### src/rtl/mpwm_pkg.sv
// ----------------------------------------------------------------------------
// mpwm_pkg
// Shared sizes, opcodes, word format and the star-closure function of the
// multi-pattern wildcard matcher.
// ----------------------------------------------------------------------------
`default_nettype none

package mpwm_pkg;

  localparam int unsigned MAX_PATTERNS    = 8;
  localparam int unsigned MAX_PATTERN_LEN = 32;

  localparam int unsigned SLOT_W = (MAX_PATTERNS > 1) ? $clog2(MAX_PATTERNS) : 1;
  localparam int unsigned CNT_W  = $clog2(MAX_PATTERNS + 1);
  localparam int unsigned POS_W  = $clog2(MAX_PATTERN_LEN);
  localparam int unsigned LCNT_W = $clog2(MAX_PATTERN_LEN + 1);
  localparam int unsigned ACT_W  = MAX_PATTERN_LEN + 1;

  localparam logic [7:0] STAR_CH = 8'd42;
  localparam logic [7:0] ANY_CH  = 8'd63;

  typedef enum logic [1:0] {
    OP_CLEAR = 2'd0,
    OP_PAT   = 2'd1,
    OP_ADDR  = 2'd2,
    OP_END   = 2'd3
  } op_e;

  typedef logic [ACT_W-1:0] act_t;

  typedef struct packed {
    logic              vld;
    op_e               op;
    logic [7:0]        ch;
    logic              last;
    logic [SLOT_W-1:0] slot;
    logic [POS_W-1:0]  pos;
    logic              wr;
    logic              commit;
    logic              err;
    logic              match;
  } word_t;

  typedef struct packed {
    logic             err;
    logic [CNT_W-1:0] cnt;
  } stat_t;

  // Spread active bits through runs of '*' positions with one carry chain.
  function automatic act_t star_closure(act_t v, act_t s);
    act_t g;
    g = v & s;
    return v | ((s + g) ^ s ^ g);
  endfunction

endpackage

`default_nettype wire

### src/rtl/mpwm_head.sv
// ----------------------------------------------------------------------------
// mpwm_head
// Load bookkeeping: pattern count, load position, drop and error flags.
// Tags each accepted word with its target slot and position for the cells.
// ----------------------------------------------------------------------------
`default_nettype none

module mpwm_head (
  input  logic            clk_i,
  input  logic            rst_ni,
  input  logic            en_i,
  input  logic            in_valid_i,
  input  logic [1:0]      op_i,
  input  logic [7:0]      ch_i,
  input  logic            last_i,
  output mpwm_pkg::word_t word_o,
  output mpwm_pkg::stat_t stat_o
);
  import mpwm_pkg::*;

  logic [CNT_W-1:0]  cnt_q, cnt_d;
  logic [LCNT_W-1:0] lpos_q, lpos_d;
  logic              drop_q, drop_d;
  logic              err_q, err_d;
  word_t             word_q, word_d;
  op_e               op;
  logic              full, too_long, wr, drop_now;

  always_comb begin
    op       = op_e'(op_i);
    full     = cnt_q >= CNT_W'(MAX_PATTERNS);
    too_long = lpos_q >= LCNT_W'(MAX_PATTERN_LEN);
    wr       = !full && !too_long;
    drop_now = drop_q || !wr;

    word_d.vld    = in_valid_i;
    word_d.op     = op;
    word_d.ch     = ch_i;
    word_d.last   = last_i;
    word_d.slot   = cnt_q[SLOT_W-1:0];
    word_d.pos    = lpos_q[POS_W-1:0];
    word_d.wr     = wr;
    word_d.commit = last_i && !drop_now;
    word_d.err    = err_q;
    word_d.match  = 1'b0;

    cnt_d  = cnt_q;
    lpos_d = lpos_q;
    drop_d = drop_q;
    err_d  = err_q;
    if (in_valid_i) begin
      unique case (op)
        OP_CLEAR: begin
          cnt_d  = '0;
          lpos_d = '0;
          drop_d = 1'b0;
        end
        OP_PAT: begin
          if (wr) begin
            lpos_d = lpos_q + LCNT_W'(1);
          end
          drop_d = drop_now;
          if (last_i) begin
            if (drop_now) begin
              err_d = 1'b1;
            end else begin
              cnt_d = cnt_q + CNT_W'(1);
            end
            lpos_d = '0;
            drop_d = 1'b0;
          end
        end
        OP_ADDR, OP_END: begin
        end
        default: begin
        end
      endcase
    end
  end

  always_ff @(posedge clk_i or negedge rst_ni) begin
    if (!rst_ni) begin
      cnt_q  <= '0;
      lpos_q <= '0;
      drop_q <= 1'b0;
      err_q  <= 1'b0;
      word_q <= '0;
    end else if (en_i) begin
      cnt_q  <= cnt_d;
      lpos_q <= lpos_d;
      drop_q <= drop_d;
      err_q  <= err_d;
      word_q <= word_d;
    end
  end

  assign word_o = word_q;
  assign stat_o = '{err: err_q, cnt: cnt_q};

endmodule

`default_nettype wire

### config.mk
export PLATFORM = sky130hd
export DESIGN_NAME = mpwm_head
export DESIGN_NICKNAME = d
export VERILOG_FILES = /design/src/rtl/mpwm_pkg.sv /design/src/rtl/mpwm_head.sv
export SDC_FILE = /design/constraint.sdc
export NUM_CORES = 1
export LEC_CHECK = 0
export ABC_AREA = 1
export BUFFER_PORTS_ARGS = -buffer_cell sky130_fd_sc_hd__buf_4
export CAP_MARGIN = 20
export CORE_MARGIN = 10
export CORE_UTILIZATION = 50
export CTS_CLUSTER_SIZE = 28
export DETAILED_ROUTE_END_ITERATION = 8
export PLACE_DENSITY = 0.76
export SLEW_MARGIN = 10
export SYNTH_ARGS = -nofsm -noshare
export SYNTH_HDL_FRONTEND = slang
export SYNTH_SLANG_ARGS = --single-unit
### constraint.sdc
create_clock -name clk_i -period 2.3 [get_ports clk_i]
set_clock_uncertainty 0.1 [all_clocks]
set_input_delay 0.115 -clock clk_i [delete_from_list [all_inputs] [get_ports clk_i]]
set_output_delay 0.115 -clock clk_i [all_outputs]
set_load 0.05 [all_outputs]
==> impl_metrics.csv <==
group,metric,value,unit
run_status,status,"finished, final reports clean",
worst_setup_path,cp.required,2470,ps
timing,final_hold_viol_count,0,
yosys,synth_top_area_share,54.1,%
power,power.leakage,1.19,nW
timing,period_minus_slack,1480,ps
grt,grt_usage,14.6,%
timing,fmax,676,MHz
detailed_routing,antenna_left,0,
worst_setup_path,r2r-start,"cnt_q[0]",
power,pwr-share-clk,27.2,%
worst_setup_path,crit_path_top_delay_cell,"dlygate4sd3_1",
yosys,ys_seq_elements,35,
worst_setup_path,worstSetupPathType,"in -> reg",
die,coreArea,3080,sq um
yosys,yosys.cell_types.count,20,
detailed_routing,drt_iter0_drc,103,
power,p_per_area,623,nW/um^2
detailed_routing,wl_met3,212,microns
yosys,synth_cells,194,
die,start_util,52.6,%
run,maxCapViolations,0,
layout,drive_gt1_share,24.3,%
timing,finalSetupTns,0,ps
place,numPortBuffers,42,
power,ir_drop,0.000347,V
yosys,synthAdderAreaFrac,3.09,%
die,ioPinCount,44,
place,dp_slack,914,ps
worst_setup_path,path_max_fanout,18,
yosys,synth_area_leaders,"dfrtp_1 54%, nand2_1 18%, inv_1 4.2%, o21ai_0 3.4%, ha_1 3.1%",
grt,grt_pass1_wl,7030,microns
power,internal_power,0.000943,W
worst_hold_path,worstHoldPathType,"in -> async",
worst_setup_path,reg2reg_slack,850,ps
yosys,yosysSeqAreaShare,54.1,%
clock_network,cts_tree,"built",
worst_setup_path,cp.arrival,1640,ps
yosys,syn_avg_cell_area,8.35,sq um
die,die_area,5910,sq um
yosys,synthFlopType,"dfrtp_1",
detailed_routing,wl_per_cell,13.9,microns
grt,antenna_found_initial,0,
clock_network,cts_root_buf,"clkbuf_4",
worst_setup_path,cp-end-kind,"flop",
detailed_routing,drc,0,
clock_network,cts_buffers,5,
worst_setup_path,cp_num_buf_inv,4,
clock_network,cts_num_sinks,35,
worst_setup_path,path_delay_family,"buffers and inverters",
power,seq_power_share,48.6,%
worst_setup_path,crit_top_cell,"buf_4",
power,p_sw,0.000454,W
timing,period_share,64.3,%
detailed_routing,top_layer,"met4",
worst_setup_path,max_stage_delay,530,ps
yosys,synth_xor_area_share,0,%
layout,diodes,0,
detailed_routing,drt_wl_total,4200,microns
detailed_routing,wl_met2,1980,microns
detailed_routing,drt-met1-wl,1900,microns
detailed_routing,via_count,1445,
die,die_h,76.9,microns
place,dpl.hpwl,2740,microns
yosys,synth_simple_gate_area_share,28.4,%
worst_setup_path,crit_path_cell_trace,"dlygate4sd3_1, buf_4, inv_1, buf_4, nand2_1, o21ai_0",
layout,nNetsFinal,277,
die,die-width,76.9,microns
timing,slew_viol_final,0,
worst_setup_path,worstReg2RegEnd,"cnt_q[2]",
power,combinationalPowerShare,24.3,%
yosys,synth-compound-area-share,6.11,%
die,row_count,20,
timing,rsz0062_at_grt,"false",
yosys,synth_top_family_by_area,"simple AND/OR/NAND/NOR gates",
clock_network,clk_latency,340,ps
timing,final-setup-viol-count,0,
yosys,synth-edff-count,0,
yosys,async_flop_share,100,%
yosys,syn_nets,213,
grt,grt_pass1_vias,1443,
timing,postLayoutSetupSlackWorst,821,ps
clock_network,cts_buffer_depth,2,
detailed_routing,avgViaCountPerCell,4.77,
worst_setup_path,rr_worst_depth,5,
detailed_routing,dr.pass1.iters,5,
yosys,synth_area_leader_cell,"dfrtp_1",
yosys,yosys_warnings,0,
worst_setup_path,startpoint,"en_i",
grt,grt.overflow.total,0,
layout,syn_to_final_growth,38.4,%
power,switching_share,32.5,%
yosys,synthMuxAreaShare,0,%
clock_network,htree_levels,2,
yosys,syn-cell-area,1620,sq um
worst_setup_path,start_kind,"primary input",
place,gp_congestion,0.866,
grt,grt_max_degree,36,
clock_network,clk_pin_slew,100,ps
layout,fillerInstances,220,
==> flip-flops by register name (all words and copies together), names as in the netlist <==
| register | count |
|---|---|
| err_q | 1 |
| drop_q | 1 |
| lpos_q | 6 |
| cnt_q | 4 |
| word_o | 23 |
==> worst max path at each step <==
stage	endpoint	slack (ps)	cells past startpoint
3_5_place_dp	lpos_q[2]	910	6
5_1_grt	word_o[9]	740	6
2_1_floorplan	cnt_q[3]	840	6
4_1_cts	word_o[2]	840	6
6_report	word_o[2]	820	6
3_3_place_gp	cnt_q[2]	930	5
==> routing by layer <==
layer	global-route usage, %	vias to the layer above
li1	-	720
met1	17.8	674
met2	23.1	40
met3	3.26	11
met4	8.36	0
met5	0	-
==> placed cells by master (no fill, tap or decap), types with 2 or more instances in the layout <==
cell / count
nand2_4: 2
nand2_1: 76
nand4_1: 4
nand2_2: 4
inv_1: 18
clkbuf_8: 2
buf_4: 43
nor2_1: 10
inv_2: 2
o21ai_1: 3
clkbuf_4: 5
or2_2: 2
nor2_4: 2
nand3_1: 6
dfrtp_1: 35
ha_1: 4
dlygate4sd3_1: 23
a21oi_1: 4
o21ai_0: 11
==> power by group through the flow <==
stage          registers, W   logic, W  clock network (W)
6_report           0.000679   0.000339           0.000380
5_1_grt            0.000685   0.000360           0.000413
4_1_cts            0.000677   0.000338           0.000391
3_5_place_dp       0.000689   0.000307                  0
3_3_place_gp       0.000688   0.000303                  0
2_1_floorplan      0.000792  0.0000982                  0
==> what timing repair did <==
item	4_1_cts	5_1_grt
setup buffers	0	0
gates resized for setup	0	0
endpoints found under the hold margin	52	0
hold buffers	23	0
==> cell type report <==
type,count,area [sq um],share of cell area [%]
clock buffers,8,68.8,3.07
inverters,20,75.1,3.35
repair buffers,66,553,24.7
flip-flops and latches,35,876,39.1
well taps,44,55.1,2.46
multi-input cells,130,613,27.4
==> cells by family (layout without fill, tap and decap cells) <==
kind of cell	after synthesis	after routing
compound gates	19	19
fa+ha+maj	4	4
other cells	1	1
buf+inv	29	94
simple gates	106	106
flops	35	35
==> synth_stat cells, types with 3 or more instances <==
library cell	count
nor2_1	10
nand2_2	4
inv_1	18
nand4_1	4
nand3_1	6
a21oi_1	4
ha_1	4
buf_4	5
nand2_1	76
o21ai_0	11
o21ai_1	3
dfrtp_1	35
==> metrics by stage <==
step                      hold WS (ps)  cells  util (%)  power (W)  cell area (sq um)
final                              151    303      72.8    0.00140               2240
after global routing               163    303      72.8    0.00146               2240
after CTS                          150    303      72.8    0.00141               2240
after detailed placement         -12.0    272      63.1   0.000996               1940
after global placement           -12.3    272      63.1   0.000991               1940
after floorplan                   -281    194         -   0.000890               1620
==> worst reg2reg max path: stages, from the launching register on <==
cell and delay [ps]:
dfrtp_1 460, ha_1 240, or2_2 300, a21oi_1 160, nand2_1 80, nand2_1 70
(Power assumes the default switching activity.)
